===== src/rtl/rbd_pkg.sv =====
// Package for the ring buffer deque: action and status codes, control word
// fields and the microcode program. Depends on nothing.
`timescale 1ns / 1ps
`default_nettype none

package rbd_pkg;

    // Action codes of a request.
    localparam logic [2:0] ACT_PUSH_FRONT = 3'd0;
    localparam logic [2:0] ACT_PUSH_BACK  = 3'd1;
    localparam logic [2:0] ACT_POP_FRONT  = 3'd2;
    localparam logic [2:0] ACT_POP_BACK   = 3'd3;
    localparam logic [2:0] ACT_PEEK_FRONT = 3'd4;
    localparam logic [2:0] ACT_PEEK_BACK  = 3'd5;
    localparam logic [2:0] ACT_INSERT     = 3'd6;

    // Status codes of a result.
    localparam logic [1:0] ST_OK     = 2'd0;
    localparam logic [1:0] ST_FULL   = 2'd1;
    localparam logic [1:0] ST_EMPTY  = 2'd2;
    localparam logic [1:0] ST_BADPOS = 2'd3;

    // Step address of the sequencer.
    typedef logic [3:0] t_step;

    localparam t_step STEP_IDLE     = 4'd0;
    localparam t_step STEP_PUSHF    = 4'd1;
    localparam t_step STEP_PUSHB    = 4'd2;
    localparam t_step STEP_POPF_RD  = 4'd3;
    localparam t_step STEP_POPF_EM  = 4'd4;
    localparam t_step STEP_POPB_RD  = 4'd5;
    localparam t_step STEP_POPB_EM  = 4'd6;
    localparam t_step STEP_PEEKF_RD = 4'd7;
    localparam t_step STEP_PEEKB_RD = 4'd8;
    localparam t_step STEP_PEEK_EM  = 4'd9;
    localparam t_step STEP_INS_CHK  = 4'd10;
    localparam t_step STEP_INS_LOOP = 4'd11;
    localparam t_step STEP_INS_MOVE = 4'd12;
    localparam t_step STEP_INS_PUT  = 4'd13;
    localparam t_step STEP_NOP      = 4'd14;

    // Precondition checked by a step; a failing check ends the request.
    typedef enum logic [1:0] {CHK_NONE, CHK_FULL, CHK_EMPTY, CHK_INSERT} t_chk;
    // Next-step selection.
    typedef enum logic [1:0] {JMP_NEXT, JMP_IDLE, JMP_TARGET, JMP_IF_DONE} t_jmp;
    // Memory operation.
    typedef enum logic [1:0] {MEM_NONE, MEM_READ, MEM_WRITE} t_mem;
    // Memory address source.
    typedef enum logic [2:0] {
        ADR_FRONT, ADR_FRONT_DEC, ADR_REAR, ADR_REAR_DEC,
        ADR_SLOT_I, ADR_SLOT_IM1, ADR_SLOT_POS
    } t_adr;
    // Memory write data source.
    typedef enum logic {DAT_WORD, DAT_RDATA} t_dat;
    // Update of an index or of the fill count.
    typedef enum logic [1:0] {UPD_HOLD, UPD_INC, UPD_DEC} t_upd;
    // Update of the shift counter.
    typedef enum logic [1:0] {I_HOLD, I_LOAD_COUNT, I_DEC} t_iop;
    // Result issued by a step.
    typedef enum logic [1:0] {EMIT_NONE, EMIT_OK_ZERO, EMIT_OK_RDATA} t_emit;

    // One control word of the program.
    typedef struct packed {
        t_chk  chk;
        t_jmp  jmp;
        t_step target;
        t_mem  mem;
        t_adr  adr;
        t_dat  dat;
        t_upd  front_op;
        t_upd  rear_op;
        t_upd  cnt_op;
        t_iop  iop;
        t_emit emit;
    } t_ctrl;

    localparam t_ctrl CW_NOP = '{
        chk: CHK_NONE, jmp: JMP_IDLE, target: STEP_IDLE, mem: MEM_NONE,
        adr: ADR_FRONT, dat: DAT_WORD, front_op: UPD_HOLD, rear_op: UPD_HOLD,
        cnt_op: UPD_HOLD, iop: I_HOLD, emit: EMIT_NONE
    };

    // The microcode program, one control word per step.
    function automatic t_ctrl f_ucode(input t_step step);
        t_ctrl c;
        c = CW_NOP;
        case (step)
            STEP_PUSHF: begin
                c.chk      = CHK_FULL;
                c.mem      = MEM_WRITE;
                c.adr      = ADR_FRONT_DEC;
                c.front_op = UPD_DEC;
                c.cnt_op   = UPD_INC;
                c.emit     = EMIT_OK_ZERO;
            end
            STEP_PUSHB: begin
                c.chk     = CHK_FULL;
                c.mem     = MEM_WRITE;
                c.adr     = ADR_REAR;
                c.rear_op = UPD_INC;
                c.cnt_op  = UPD_INC;
                c.emit    = EMIT_OK_ZERO;
            end
            STEP_POPF_RD: begin
                c.chk = CHK_EMPTY;
                c.jmp = JMP_NEXT;
                c.mem = MEM_READ;
                c.adr = ADR_FRONT;
            end
            STEP_POPF_EM: begin
                c.front_op = UPD_INC;
                c.cnt_op   = UPD_DEC;
                c.emit     = EMIT_OK_RDATA;
            end
            STEP_POPB_RD: begin
                c.chk = CHK_EMPTY;
                c.jmp = JMP_NEXT;
                c.mem = MEM_READ;
                c.adr = ADR_REAR_DEC;
            end
            STEP_POPB_EM: begin
                c.rear_op = UPD_DEC;
                c.cnt_op  = UPD_DEC;
                c.emit    = EMIT_OK_RDATA;
            end
            STEP_PEEKF_RD: begin
                c.chk    = CHK_EMPTY;
                c.jmp    = JMP_TARGET;
                c.target = STEP_PEEK_EM;
                c.mem    = MEM_READ;
                c.adr    = ADR_FRONT;
            end
            STEP_PEEKB_RD: begin
                c.chk = CHK_EMPTY;
                c.jmp = JMP_NEXT;
                c.mem = MEM_READ;
                c.adr = ADR_REAR_DEC;
            end
            STEP_PEEK_EM: begin
                c.emit = EMIT_OK_RDATA;
            end
            STEP_INS_CHK: begin
                c.chk = CHK_INSERT;
                c.jmp = JMP_NEXT;
                c.iop = I_LOAD_COUNT;
            end
            STEP_INS_LOOP: begin
                c.jmp    = JMP_IF_DONE;
                c.target = STEP_INS_PUT;
                c.mem    = MEM_READ;
                c.adr    = ADR_SLOT_IM1;
            end
            STEP_INS_MOVE: begin
                c.jmp    = JMP_TARGET;
                c.target = STEP_INS_LOOP;
                c.mem    = MEM_WRITE;
                c.adr    = ADR_SLOT_I;
                c.dat    = DAT_RDATA;
                c.iop    = I_DEC;
            end
            STEP_INS_PUT: begin
                c.mem     = MEM_WRITE;
                c.adr     = ADR_SLOT_POS;
                c.rear_op = UPD_INC;
                c.cnt_op  = UPD_INC;
                c.emit    = EMIT_OK_ZERO;
            end
            STEP_NOP: begin
                c.emit = EMIT_OK_ZERO;
            end
            default: begin
                c = CW_NOP;
            end
        endcase
        return c;
    endfunction

    // First step of each action.
    function automatic t_step f_entry(input logic [2:0] action);
        t_step s;
        case (action)
            ACT_PUSH_FRONT: s = STEP_PUSHF;
            ACT_PUSH_BACK:  s = STEP_PUSHB;
            ACT_POP_FRONT:  s = STEP_POPF_RD;
            ACT_POP_BACK:   s = STEP_POPB_RD;
            ACT_PEEK_FRONT: s = STEP_PEEKF_RD;
            ACT_PEEK_BACK:  s = STEP_PEEKB_RD;
            ACT_INSERT:     s = STEP_INS_CHK;
            default:        s = STEP_NOP;
        endcase
        return s;
    endfunction

endpackage

`default_nettype wire


===== src/rtl/ring_buffer_deque_core.sv =====
// Top level of the ring buffer deque: microcoded sequencer and datapath.
// Depends on rbd_pkg and rbd_ram.
//
// Channel   Direction  Handshake                 Payload
// request   in         start & !busy             i_action, i_value_in, i_position
// result    out        o_done, one cycle         o_value_out, o_status, o_fill_count
//
// A request is taken at a rising edge with start high and busy low; the result
// is on the ports for one cycle with o_done high, and busy is low in that cycle.
// Insert moves the entries from position p to the rear up one slot, each by a
// read and a write through the single memory port, then writes the word at p.
// Failing checks end the request after its first step. Reset is synchronous
// and needs no clearing pass; the receiver cannot stall.
`timescale 1ns / 1ps
`default_nettype none

module ring_buffer_deque_core #(
    parameter int DEPTH = 8
) (
    input  wire logic                         i_clk,
    input  wire logic                         i_rst_n,
    input  wire logic                         start,
    output logic                              busy,
    input  wire logic        [2:0]            i_action,
    input  wire logic signed [31:0]           i_value_in,
    input  wire logic [$clog2(DEPTH+1)-1:0]   i_position,
    output logic                              o_done,
    output logic signed [31:0]                o_value_out,
    output logic        [1:0]                 o_status,
    output logic [$clog2(DEPTH+1)-1:0]        o_fill_count
);
    import rbd_pkg::*;

    localparam int IW = $clog2(DEPTH);
    localparam int CW = $clog2(DEPTH + 1);
    localparam int SW = IW + 1;
    localparam logic [IW-1:0] LAST_IDX = IW'(DEPTH - 1);
    localparam logic [CW-1:0] FULL_CNT = CW'(DEPTH);
    localparam logic [SW-1:0] DEPTH_S  = SW'(DEPTH);

    // Circular index arithmetic.
    function automatic logic [IW-1:0] f_inc(input logic [IW-1:0] idx);
        return (idx == LAST_IDX) ? '0 : idx + 1'b1;
    endfunction

    function automatic logic [IW-1:0] f_dec(input logic [IW-1:0] idx);
        return (idx == '0) ? LAST_IDX : idx - 1'b1;
    endfunction

    function automatic logic [IW-1:0] f_slot(input logic [IW-1:0] base,
                                             input logic [CW-1:0] off);
        logic [SW-1:0] sum;
        sum = {1'b0, base} + SW'(off);
        if (sum >= DEPTH_S) begin
            sum = sum - DEPTH_S;
        end
        return sum[IW-1:0];
    endfunction

    // Sequencer and datapath registers.
    t_step         r_pc, n_pc;
    logic [IW-1:0] r_front, n_front;
    logic [IW-1:0] r_rear, n_rear;
    logic [CW-1:0] r_count, n_count;
    logic [CW-1:0] r_i, n_i;
    logic [31:0]   r_word;
    logic [CW-1:0] r_pos;
    logic          r_done, n_done;
    logic [31:0]   r_value, n_value;
    logic [1:0]    r_status, n_status;
    logic [CW-1:0] r_fill;

    t_ctrl         c;
    logic          fail;
    logic [1:0]    fail_status;
    logic          accept;
    logic          mem_we;
    logic          mem_re;
    logic [IW-1:0] mem_addr;
    logic [31:0]   mem_wdata;
    logic [31:0]   mem_rdata;

    assign busy   = (r_pc != STEP_IDLE);
    assign accept = start && !busy;
    assign c      = f_ucode(r_pc);

    // Precondition check of the current step.
    always_comb begin
        fail        = 1'b0;
        fail_status = ST_OK;
        case (c.chk)
            CHK_FULL: begin
                fail        = (r_count == FULL_CNT);
                fail_status = ST_FULL;
            end
            CHK_EMPTY: begin
                fail        = (r_count == '0);
                fail_status = ST_EMPTY;
            end
            CHK_INSERT: begin
                if (r_pos > r_count) begin
                    fail        = 1'b1;
                    fail_status = ST_BADPOS;
                end else if (r_count == FULL_CNT) begin
                    fail        = 1'b1;
                    fail_status = ST_FULL;
                end
            end
            default: begin
                fail = 1'b0;
            end
        endcase
    end

    // Memory address selection.
    always_comb begin
        case (c.adr)
            ADR_FRONT:     mem_addr = r_front;
            ADR_FRONT_DEC: mem_addr = f_dec(r_front);
            ADR_REAR:      mem_addr = r_rear;
            ADR_REAR_DEC:  mem_addr = f_dec(r_rear);
            ADR_SLOT_I:    mem_addr = f_slot(r_front, r_i);
            ADR_SLOT_IM1:  mem_addr = f_slot(r_front, r_i - 1'b1);
            ADR_SLOT_POS:  mem_addr = f_slot(r_front, r_pos);
            default:       mem_addr = r_front;
        endcase
    end

    assign mem_we    = (c.mem == MEM_WRITE) && !fail;
    assign mem_re    = (c.mem == MEM_READ) && !fail;
    assign mem_wdata = (c.dat == DAT_RDATA) ? mem_rdata : r_word;

    // Index, count and shift counter updates; a failed check changes nothing.
    always_comb begin
        n_front = r_front;
        n_rear  = r_rear;
        n_count = r_count;
        n_i     = r_i;
        if (!fail) begin
            case (c.front_op)
                UPD_INC: n_front = f_inc(r_front);
                UPD_DEC: n_front = f_dec(r_front);
                default: n_front = r_front;
            endcase
            case (c.rear_op)
                UPD_INC: n_rear = f_inc(r_rear);
                UPD_DEC: n_rear = f_dec(r_rear);
                default: n_rear = r_rear;
            endcase
            case (c.cnt_op)
                UPD_INC: n_count = r_count + 1'b1;
                UPD_DEC: n_count = r_count - 1'b1;
                default: n_count = r_count;
            endcase
            case (c.iop)
                I_LOAD_COUNT: n_i = r_count;
                I_DEC:        n_i = r_i - 1'b1;
                default:      n_i = r_i;
            endcase
        end
    end

    // Next step: dispatch on a new request, else follow the control word.
    always_comb begin
        if (accept) begin
            n_pc = f_entry(i_action);
        end else if (fail) begin
            n_pc = STEP_IDLE;
        end else begin
            case (c.jmp)
                JMP_NEXT:    n_pc = r_pc + 1'b1;
                JMP_TARGET:  n_pc = c.target;
                JMP_IF_DONE: n_pc = (r_i == r_pos) ? c.target : r_pc + 1'b1;
                default:     n_pc = STEP_IDLE;
            endcase
        end
    end

    // Result of the current step.
    always_comb begin
        n_done   = fail || (c.emit != EMIT_NONE);
        n_value  = (!fail && c.emit == EMIT_OK_RDATA) ? mem_rdata : '0;
        n_status = fail ? fail_status : ST_OK;
    end

    // Control state.
    always_ff @(posedge i_clk) begin
        if (!i_rst_n) begin
            r_pc    <= STEP_IDLE;
            r_front <= '0;
            r_rear  <= '0;
            r_count <= '0;
            r_done  <= 1'b0;
        end else begin
            r_pc    <= n_pc;
            r_front <= n_front;
            r_rear  <= n_rear;
            r_count <= n_count;
            r_done  <= n_done;
        end
    end

    // Request and result payload.
    always_ff @(posedge i_clk) begin
        if (accept) begin
            r_word <= i_value_in;
            r_pos  <= i_position;
        end
        r_i      <= n_i;
        r_value  <= n_value;
        r_status <= n_status;
        r_fill   <= n_count;
    end

    rbd_ram #(
        .DEPTH (DEPTH),
        .AW    (IW),
        .DW    (32)
    ) u_ram (
        .i_clk   (i_clk),
        .i_we    (mem_we),
        .i_re    (mem_re),
        .i_addr  (mem_addr),
        .i_wdata (mem_wdata),
        .o_rdata (mem_rdata)
    );

    assign o_done       = r_done;
    assign o_value_out  = r_value;
    assign o_status     = r_status;
    assign o_fill_count = r_fill;

endmodule

`default_nettype wire


===== src/rtl/rbd_ram.sv =====
// Single-port entry memory of the ring buffer deque with a registered read.
// Depends on nothing.
`timescale 1ns / 1ps
`default_nettype none

module rbd_ram #(
    parameter int DEPTH = 8,
    parameter int AW    = 3,
    parameter int DW    = 32
) (
    input  wire logic          i_clk,
    input  wire logic          i_we,
    input  wire logic          i_re,
    input  wire logic [AW-1:0] i_addr,
    input  wire logic [DW-1:0] i_wdata,
    output logic      [DW-1:0] o_rdata
);

    logic [DW-1:0] r_mem [DEPTH];
    logic [DW-1:0] r_rdata;

    // Write and read share the one address port.
    always_ff @(posedge i_clk) begin
        if (i_we) begin
            r_mem[i_addr] <= i_wdata;
        end
        if (i_re) begin
            r_rdata <= r_mem[i_addr];
        end
    end

    assign o_rdata = r_rdata;

endmodule

`default_nettype wire


===== config.mk =====
export PLATFORM = sky130hd
export DESIGN_NAME = ring_buffer_deque_core
export DESIGN_NICKNAME = d
export VERILOG_FILES = /design/src/rtl/rbd_pkg.sv /design/src/rtl/ring_buffer_deque_core.sv /design/src/rtl/rbd_ram.sv
export SDC_FILE = /design/constraint.sdc
export NUM_CORES = 1
export LEC_CHECK = 0
export BUFFER_PORTS_ARGS = -buffer_cell sky130_fd_sc_hd__buf_4
export CAP_MARGIN = 25
export CORE_MARGIN = 1.5
export CORE_UTILIZATION = 55
export DETAILED_ROUTE_END_ITERATION = 16
export PLACE_DENSITY = 0.76
export SETUP_SLACK_MARGIN = 0.15
export SLEW_MARGIN = 20
export SYNTH_ARGS = -nofsm -noshare
export SYNTH_HDL_FRONTEND = slang
export SYNTH_SLANG_ARGS = --single-unit

===== constraint.sdc =====
create_clock -name i_clk -period 5.5 [get_ports i_clk]
set_input_delay 0 -clock i_clk [delete_from_list [all_inputs] [get_ports i_clk]]
set_output_delay 0 -clock i_clk [all_outputs]
set_load 0.1 [all_outputs]

After elaboration in Yosys (flattened, before gate mapping)
Memories as Yosys holds them, arrays and structs flattened. A register that Yosys moved wholly into a read port is not among the register bits.
Cells that the tools add are included.
Operators by class
  $add $sub $neg: 14
  multipliers: 0
  div/mod/pow operators: 0
  order comparisons: 4
  equal/unequal tests: 46
  shifts and indexed selects: 0
  muxes and demuxes: 37
  bitwise operators: 1
  reduce and logical (&&, ||, !) cells: 31
Operators by type and width (count)
  $pmux W5 S7: 1
  $eq A4 B4 Y1 const B: 8
  $mux W32: 1
  $pmux W4 S7: 1
  $eq A3 B3 Y1 const B: 8
  $pmux W4 S3: 2
  $mux W3: 7
  $eq A2 B2 Y1 const B: 10
  $pmux W2 S2: 5
  $pmux W2 S3: 3
  $pmux W3 S6: 1
  $eq A4 B3 Y1 const B: 4
  $mux W4: 4
  $pmux W4 S2: 2
  $sub A3 B1 Y3 const B: 5
  $add A3 B4 Y4: 3
  $eq A2 B1 Y1 const B: 6
  $eq A3 B2 Y1 const B: 4
  $ge A4 B4 Y1 const B: 3
  $pmux W3 S2: 2
  $reduce_or A2 Y1: 6
  $reduce_or A4 Y1: 3
  $logic_not A3 Y1: 3
  $add A4 B1 Y4 const B: 2
  other kinds (20): 39
Word-level totals
  flip-flop bits (word level): 93
  bits in latches: 0
  RAM bits: 256
  ROM bits: 0
  input bits: 42
  word-level logic and storage cells: 145
  memories kept: 1
Memories
  u_ram.r_mem: words 8, bits a word 32, rd ports 1, clocked after Yosys merged registers in 1, wr ports 1, RTL line rbd_ram.sv:19  | logic [DW-1:0] r_mem [DEPTH];

Longest topological paths before layout
Gate-level depths: netlist of the first run.
  depth in word-level cells: 9
  gate-level depth with buffers: 16
  gate-level depth less buffers: 13

Cells and area by module
From an unflattened synthesis of the first run, not the netlist that was laid out.
Second synthesis, totals
  cell total of the unflattened synthesis: 873
  area total of the unflattened synthesis: 15489.9 um^2
Modules (own cells, without submodules)
  rbd_ram: times used 1, cells an instance 453, area each 10820.4 um^2, sequential area each 8648.3 um^2
  ring_buffer_deque_core: times used 1, cells an instance 420, area each 4669.5 um^2, sequential area each 2262.2 um^2

Worst setup path after synthesis of the first run
OpenSTA, ideal clock, no wires.
  path type: reg-to-reg
  start point: register r_pc[0]
  end point: memory u_ram.r_mem[0][0], enable pin
  library setup time: 0.461 ns
  arrival time: 5.087 ns
  slack: -0.048 ns
  stages on the path, launching flop included: 13
  path buffers: 2
  cells stage by stage: dfxtp_1 -> inv_1 -> ha_1 -> buf_2 -> and4bb_1 -> nor2_1 -> a221o_1 -> fa_1 -> or3_1 -> a211oi_1 -> nor4_4 -> buf_6 -> nor3_1
Between the ends
  word-level cells in the longest chain between the ends: 9
  elaborated cells on any way between the ends: 32
Ends and longest elaborated chain
  from (decl): RTL line ring_buffer_deque_core.sv:61  | t_step r_pc, n_pc;
  from (signal assigned): RTL line ring_buffer_deque_core.sv:195  | r_pc <= n_pc;
  $eq A4 B4 Y1, or another cell as far along: RTL line rbd_pkg.sv:87  | case (step)
  $reduce_or A4 Y1 (no source line) or $reduce_or A2 Y1 (tied branches)
  $pmux W2 S3: RTL line rbd_pkg.sv:87
  $eq A2 B2 Y1 or $eq A2 B1 Y1 (tied branches): RTL line ring_buffer_deque_core.sv:91  | case (c.chk)
  $pmux W1 S3: RTL line ring_buffer_deque_core.sv:91
  $logic_not A1 Y1: RTL line ring_buffer_deque_core.sv:129  | assign mem_we = (c.mem == MEM_WRITE) && !fail;
  $logic_and A1 B1 Y1: RTL line ring_buffer_deque_core.sv:129
  $mux W1: RTL line rbd_ram.sv:24  | if (i_we) begin
  $mux W1 (implied by the code): RTL line rbd_ram.sv:25  | r_mem[i_addr] <= i_wdata;
  to (decl): RTL line rbd_ram.sv:19
Several ways; a longest one is shown, not always the timed one.

Worst setup path after layout of the first run
  start point: register r_pc[0]
  end point: memory u_ram.r_mem[5][1], enable pin
Same word-level chain as after synthesis.

==> run summary, run 1 <==
Ant. Diodes -> 0
CP Max Fanout -> 26
DR pass1 iterations -> 5
Placed instance area -> 0.0172 mm2
Asr flop ratio synth -> 0
Die area -> 0.0305 mm2
DRC -> 0
Synth Area in XOR/XNOR -> 0.00756
Largest family of logic cells by synthesized area -> compound AO/OA/AOI/OAI gates
Die Ht -> 175 um
Biggest area consumer among synthesized cells -> edfxtp_1
Reg2reg end -> u_ram.r_mem[5][1]
FF+latch area -> 0.0109 mm2
Switch Pwr -> 1920 uW
Crit-path slowest cell -> nor2_4
Peak supply drop -> 239 uV
Crit path arrival time -> 5110 ps
GRT overflow -> 0
Crit path max-delay family -> simple AND/OR/NAND/NOR gates
Seq pwr share -> 0.463
Post-CTS setup buffer count -> 0
Clk_skew -> 19.6 ps
Switching share of power -> 0.264
Critical path launch point type -> flip-flop
Logic pwr share -> 0.171
Synth Instances -> 1117
Largest net degree at the start of global routing -> 114
Post-layout nets -> 1287
Worst R2R Setup Slack -> 620 ps
Initial antenna violation count -> 0
Mapped Area -> 0.0162 mm2
Simple-gate share of the synthesized area -> 0.0465
Clk network pwr share -> 0.367
Root Driver -> clkbuf_16
Worst EP required -> 5730 ps
Worst R2R Start -> r_pc[0]
Number of port buffers -> 81
Pwr per Cell Area -> 383 mW/mm2
Vias in the first global route -> 9745
CTS H-tree lvls -> 2
CTS tree -> yes
Fin crit share -> 0.887
Synth Area in Compound Gates -> 0.195
Final Hold Fails -> 0
Vias post-DR -> 9926
Sequential area share after synthesis -> 0.673
Max Freq -> 0.205 GHz
Worst hold slack -> 42.0 ps
P_leak -> 0.00647 uW
Worst-margin pin slew -> 1060 ps
Sink Count -> 381
Iter 0 DRT Violations -> 940
Multi-input gate area -> 0.00490 mm2
Post-DP HPWL -> 18500 um
Cts hold-fix bufs -> 43
WHS Path Cells -> 4
Hold Path End -> r_pc[3]
CTS clk-pin slew, worst paths -> 60 ps
GRT Overall Usage -> 0.222
Number of flops mapped to enable cells by yosys -> 328
Internal -> 5360 uW
Max Root-Sink Buffers -> 3
Crit path largest cell delay -> 480 ps
Critical path type -> flip-flop to flip-flop
Skew-Pair Late Insertion Delay -> 540 ps
Share of the synthesized area in the top cell type -> 0.607
# IOs -> 82
Initial core utilization -> 0.562
WL final -> 34000 um
Adder-Cell Fraction of Synth Area -> 0.0210
Relative slew slack -> 0.291
Final min period -> 4880 ps
Crit-path cells -> inv_1, ha_1, and4bb_1, nor2_1, a221o_1, fa_1, or3_1, and3_1, nor4_4, buf_4, nand2_1, nor2_4, buf_12
Die Wd -> 175 um
Max-Cap Viols -> 0
Final setup violation count -> 0
Slew Viols, Final -> 0
Cell Rows -> 62
First-pass GRT wire length -> 53500 um
Vias/cell -> 6.08
# resized after CTS -> 0
Hold Crit Start -> start
RSZ-0062 raised after global routing -> false
Syn avg cell area -> 14.5 um2
Status -> finished, final reports clean
Multiplexer share of the synthesized area -> 0.0267
Synth Net Count -> 1185
Routed Antenna Nets -> 0
Synth warn -> 0
Kind of end point of the critical path -> flip-flop
HP Class -> input pin to flip-flop
FF-to-FF path depth -> 13
Worst Setup SP -> r_pc[0]
Routed len/inst -> 20.8 um
CTS buffer count -> 40
Core area -> 0.0289 mm2
RD Place Congestion -> 0.865
Layout fillers -> 2065
Cell variety after synth -> 57
CP bufs+invs -> 3
Most used DFF post-synth -> edfxtp_1
Ranking of synthesized cells by area -> edfxtp_1, a31o_2, dfxtp_1
Fin area -> 0.0190 mm2
Layout cells sized above 1 -> 0.306
Synth Register Bits -> 381
Synth-to-Final Area Change -> 17.2%
cells in the final DEF, fill, tap and decap left out, types with 24 or more instances in the layout:
cell	instances
and2_1	38
dlygate4sd3_1	43
nor2_1	27
a21boi_0	65
o31ai_1	33
dfxtp_1	53
edfxtp_1	328
clkbuf_16	42
mux2_2	34
ha_1	24
a21oi_1	83
buf_4	105
a31o_2	129
o221ai_2	27
metrics by stage:
stage | std cells | power [uW] | setup TNS, ps | util | setup slack, ps
floorplan | 1117 | 4330 | -6160 | - | -48.1
global placement | 1516 | 4590 | 0 | 0.597 | 632
detailed placement | 1516 | 4630 | 0 | 0.597 | 530
CTS | 1631 | 7310 | 0 | 0.657 | 513
global route | 1633 | 7540 | 0 | 0.659 | 315
finish | 1633 | 7280 | 0 | 0.659 | 619
worst min-delay path, delay by kind of cell:
kind	cells	cell delay [ps]
buffers and inverters	1	110
AND/OR/NAND/NOR	2	330
AO/OA/AOI/OAI	1	90
cells in the mapped netlist, types with 22 or more instances:
cell type and number:
a21boi_0 65, a21oi_1 84, a31o_2 129, and2_1 38, buf_2 30, clkbuf_1 52
dfxtp_1 53, edfxtp_1 328, ha_1 24, inv_1 22, mux2_2 34, nand2_1 23
nor2_1 32, o221ai_2 27, o31ai_1 33
power groups by stage:
| stage | logic, uW | registers [uW] | clock network, uW |
|---|---|---|---|
| detailed placement | 1200 | 3430 | 0 |
| global route | 1340 | 3380 | 2820 |
| floorplan | 822 | 3510 | 0 |
| CTS | 1230 | 3370 | 2700 |
| finish | 1240 | 3370 | 2670 |
| global placement | 1170 | 3430 | 0 |
worst max-delay path by stage:
stage                          to  slack (ps)  cells after the start
6_report        u_ram.r_mem[5][1]         620                     13
5_1_grt        u_ram.r_mem[5][11]         320                     13
4_1_cts         u_ram.o_rdata[13]         510                     13
3_5_place_dp    u_ram.o_rdata[13]         530                     13
3_3_place_gp   u_ram.r_mem[1][20]         630                     11
2_1_floorplan   u_ram.r_mem[0][0]         -50                     12
routing by layer:
layer  up-vias  GRT usage  part of all wire  wire length, um
li1       4603          -                 -                -
met1      4946      0.316              0.45            15300
met2       328      0.353              0.47            15900
met3        49     0.0398             0.066             2230
met4         0     0.0630             0.017              569
met5         -          0                 0                0
kinds of logic after synthesis:
group	Yosys count
compound gates	402
flops	381
simple gates	140
buf+inv	115
mux	39
fa+ha+maj	26
xor+xnor	14
area by class of cell:
class                      count  area share
timing repair buffer         153      0.0701
clock inverter                24      0.0124
inverter                      22     0.00434
clock buffer                  48      0.0565
multi-input combinational    621       0.258
sequential                   381       0.574
tap                          384      0.0253
state kept, by name, indices dropped and copies added (netlist names):
| register | count |
|---|---|
| r_word | 32 |
| o_value_out | 32 |
| o_fill_count | 4 |
| r_front | 3 |
| u_ram.o_rdata | 32 |
| r_pos | 4 |
| o_status | 2 |
| o_done | 1 |
| u_ram.r_mem | 256 |
| r_rear | 3 |
| r_i | 4 |
| r_pc | 4 |
| r_count | 4 |
Power figures use the tool's default switching activity.
==> inputs of run 2 (changes only) <==
--- a/config.mk
+++ b/config.mk
@@ -7,3 +7,3 @@
 export LEC_CHECK = 0
-export BUFFER_PORTS_ARGS = -buffer_cell sky130_fd_sc_hd__buf_4
+export BUFFER_PORTS_ARGS = -buffer_cell sky130_fd_sc_hd__buf_2
 export CAP_MARGIN = 25
@@ -11,2 +11,3 @@
 export CORE_UTILIZATION = 55
+export CTS_CLUSTER_SIZE = 25
 export DETAILED_ROUTE_END_ITERATION = 16
--- a/constraint.sdc
+++ b/constraint.sdc
@@ -3,2 +3,2 @@
 set_output_delay 0 -clock i_clk [all_outputs]
-set_load 0.1 [all_outputs]
+set_load 0.005 [all_outputs]
==> run 2 against run 1 <==
Compared with the run above: first-iteration DRC count rose by 0.43%; setup slack improved by 370 ps; hold slack improved by 14 ps; fmax rose by 8.1%; register-to-register slack improved by 370 ps; final cell count fell by 0.24%; flip-flop and latch count did not move; die area did not move; clock skew fell by 7.5 ps.
==> run summary, run 2 (synthesis results as in run 1) <==
Commonest non-fill, non-tap cell in the layout -> edfxtp_1 (unchanged)
Sum Neg Setup Slack -> 0 ps (unchanged)
Post-layout nets -> 1282 (was 1287)
RSZ-0062 raised after global routing -> false (unchanged)
Skew-Pair Late Insertion Delay -> 530 ps (was 540 ps)
Post-DP HPWL -> 18400 um (was 18500 um)
Kind of end point of the critical path -> flip-flop (unchanged)
Dpl cells -> 1515 (was 1516)
Relative slew slack -> 0.362 (was 0.291)
Critical path type -> flip-flop to flip-flop (unchanged)
Die Ht -> 175 um (unchanged)
GRT overflow -> 0 (unchanged)
Non-Filler Instances -> 1629 (was 1633)
Number of port buffers -> 81 (unchanged)
Synth-to-Final Area Change -> 14.9% (was 17.2%)
Crit-path cells -> ha_1, and4bb_1, nor2_1, a221o_1, fa_1, o22a_1, o21ai_4, nand2_2, or3b_2, nor3_2, buf_4 (was inv_1, ha_1, and4bb_1, nor2_1, a221o_1, fa_1, or3_1, and3_1, nor4_4, buf_4, nand2_1, nor2_4, buf_12)
First-pass GRT wire length -> 54400 um (was 53500 um)
Iter 0 DRT Violations -> 944 (was 940)
Die Wd -> 175 um (unchanged)
Cts hold-fix bufs -> 42 (was 43)
Initial core utilization -> 0.562 (unchanged)
P_leak -> 0.00638 uW (was 0.00647 uW)
Worst-margin pin slew -> 955 ps (was 1060 ps)
DR pass1 iterations -> 7 (was 5)
DRC -> 0 (unchanged)
Routed len/inst -> 21.1 um (was 20.8 um)
Worst Setup EP -> u_ram.r_mem[2][20] (was u_ram.r_mem[5][1])
Reg2reg end -> u_ram.r_mem[2][20] (was u_ram.r_mem[5][1])
# IOs -> 82 (unchanged)
Post-CTS setup buffer count -> 0 (unchanged)
Vias/cell -> 6.10 (was 6.08)
Final min period -> 4520 ps (was 4880 ps)
WL final -> 34300 um (was 34000 um)
Routed Antenna Nets -> 0 (unchanged)
Layout cells sized above 1 -> 0.300 (was 0.306)
Critical path launch point type -> flip-flop (unchanged)
HP Class -> input pin to flip-flop (unchanged)
CP Max Fanout -> 32 (was 26)
Crit path arrival time -> 4670 ps (was 5110 ps)
GRT Overall Usage -> 0.227 (was 0.222)
Final Total Pwr -> 6990 uW (was 7280 uW)
Die area -> 0.0305 mm2 (unchanged)
Crit path largest cell delay -> 610 ps (was 480 ps)
CP bufs+invs -> 1 (was 3)
CTS H-tree lvls -> 2 (unchanged)
Clk_skew -> 12.1 ps (was 19.6 ps)
Crit path max-delay family -> simple AND/OR/NAND/NOR gates (unchanged)
Max Freq -> 0.221 GHz (was 0.205 GHz)
Worst Setup SP -> r_pc[1] (was r_pc[0])
CTS buffer count -> 39 (was 40)
Slew Viols, Final -> 0 (unchanged)
Max Root-Sink Buffers -> 3 (unchanged)
Worst EP required -> 5660 ps (was 5730 ps)
Top reg by flops -> u_ram.r_mem (unchanged)
Placed instance area -> 0.0170 mm2 (was 0.0172 mm2)
Sink Count -> 381 (unchanged)
Final setup violation count -> 0 (unchanged)
Crit-path slowest cell -> ha_1 (was nor2_4)
Fin crit share -> 0.821 (was 0.887)
Cell Rows -> 62 (unchanged)
Commonest non-fill, non-tap cells in the layout -> edfxtp_1, a31o_2, a21oi_1 (was edfxtp_1, a31o_2, buf_4)
Max-Cap Viols -> 0 (unchanged)
Fin area -> 0.0186 mm2 (was 0.0190 mm2)
Status -> finished, final reports clean (unchanged)
CTS tree -> yes (unchanged)
Peak supply drop -> 249 uV (was 239 uV)
Core area -> 0.0289 mm2 (unchanged)
Vias post-DR -> 9942 (was 9926)
CTS clk-pin slew, worst paths -> 60 ps (about the same)
Final Hold Fails -> 0 (unchanged)
RD Place Congestion -> 0.881 (was 0.865)
Initial antenna violation count -> 0 (unchanged)
Max FFs per register -> 256 (unchanged)
CP Depth -> 11 (was 13)
Setup WS post-layout -> 984 ps (was 619 ps)
Ant. Diodes -> 0 (unchanged)
Root Driver -> clkbuf_16 (unchanged)
Vias in the first global route -> 9882 (was 9745)
Pwr per Cell Area -> 375 mW/mm2 (was 383 mW/mm2)
Setup Slack @ Placement -> 1080 ps (was 530 ps)
Worst R2R Setup Slack -> 980 ps (was 620 ps)
Worst R2R Start -> r_pc[1] (was r_pc[0])
# resized after CTS -> 0 (unchanged)
Largest net degree at the start of global routing -> 193 (was 114)
FF-to-FF path depth -> 11 (was 13)
## run 2: per-stage QoR
stage	hold slack (ps)	utilization
2_1_floorplan	98.9	-
3_3_place_gp	176	0.588
3_5_place_dp	178	0.589
4_1_cts	20.3	0.646
5_1_grt	117	0.646
6_report	56.4	0.646
## run 2: area by class of cell
type                    instances  area [um2]
multi-input cells             621        4880
well taps                     384         480
fillers                      2080       10200
flip-flops and latches        381       10900
repair buffers                149        1060
clock inverters                14         104
inverters                      22        82.6
clock buffers                  58        1120
## run 2: how the worst min path moves through the flow
stage                    from         end  slack (ps)  depth (start not counted)
2_1_floorplan   i_position[0]    r_pos[0]         100                          0
3_3_place_gp   i_value_in[11]  r_word[11]         180                          1
3_5_place_dp   i_value_in[21]  r_word[21]         180                          1
4_1_cts                 start     r_pc[3]          20                          4
5_1_grt                 start     r_pc[3]         120                          4
6_report                start     r_pc[3]          60                          4
## run 2: tightest hold or removal path: stages
cell and delay, ps:
buf_2 100, nand3_1 200, o22ai_1 90, and2_1 150
## run 2: routing by layer
metal,track usage,share of wire,vias to the layer above
li1,-,-,4580
met1,0.329,0.45,5000
met2,0.358,0.47,318
met3,0.0372,0.058,44
met4,0.0598,0.017,0
met5,0,0,-
## run 2: where the power goes
group	switching, uW	internal, uW
sequential	51.3	3320
combinational	677	430
clock	1060	1460
total	1780	5210
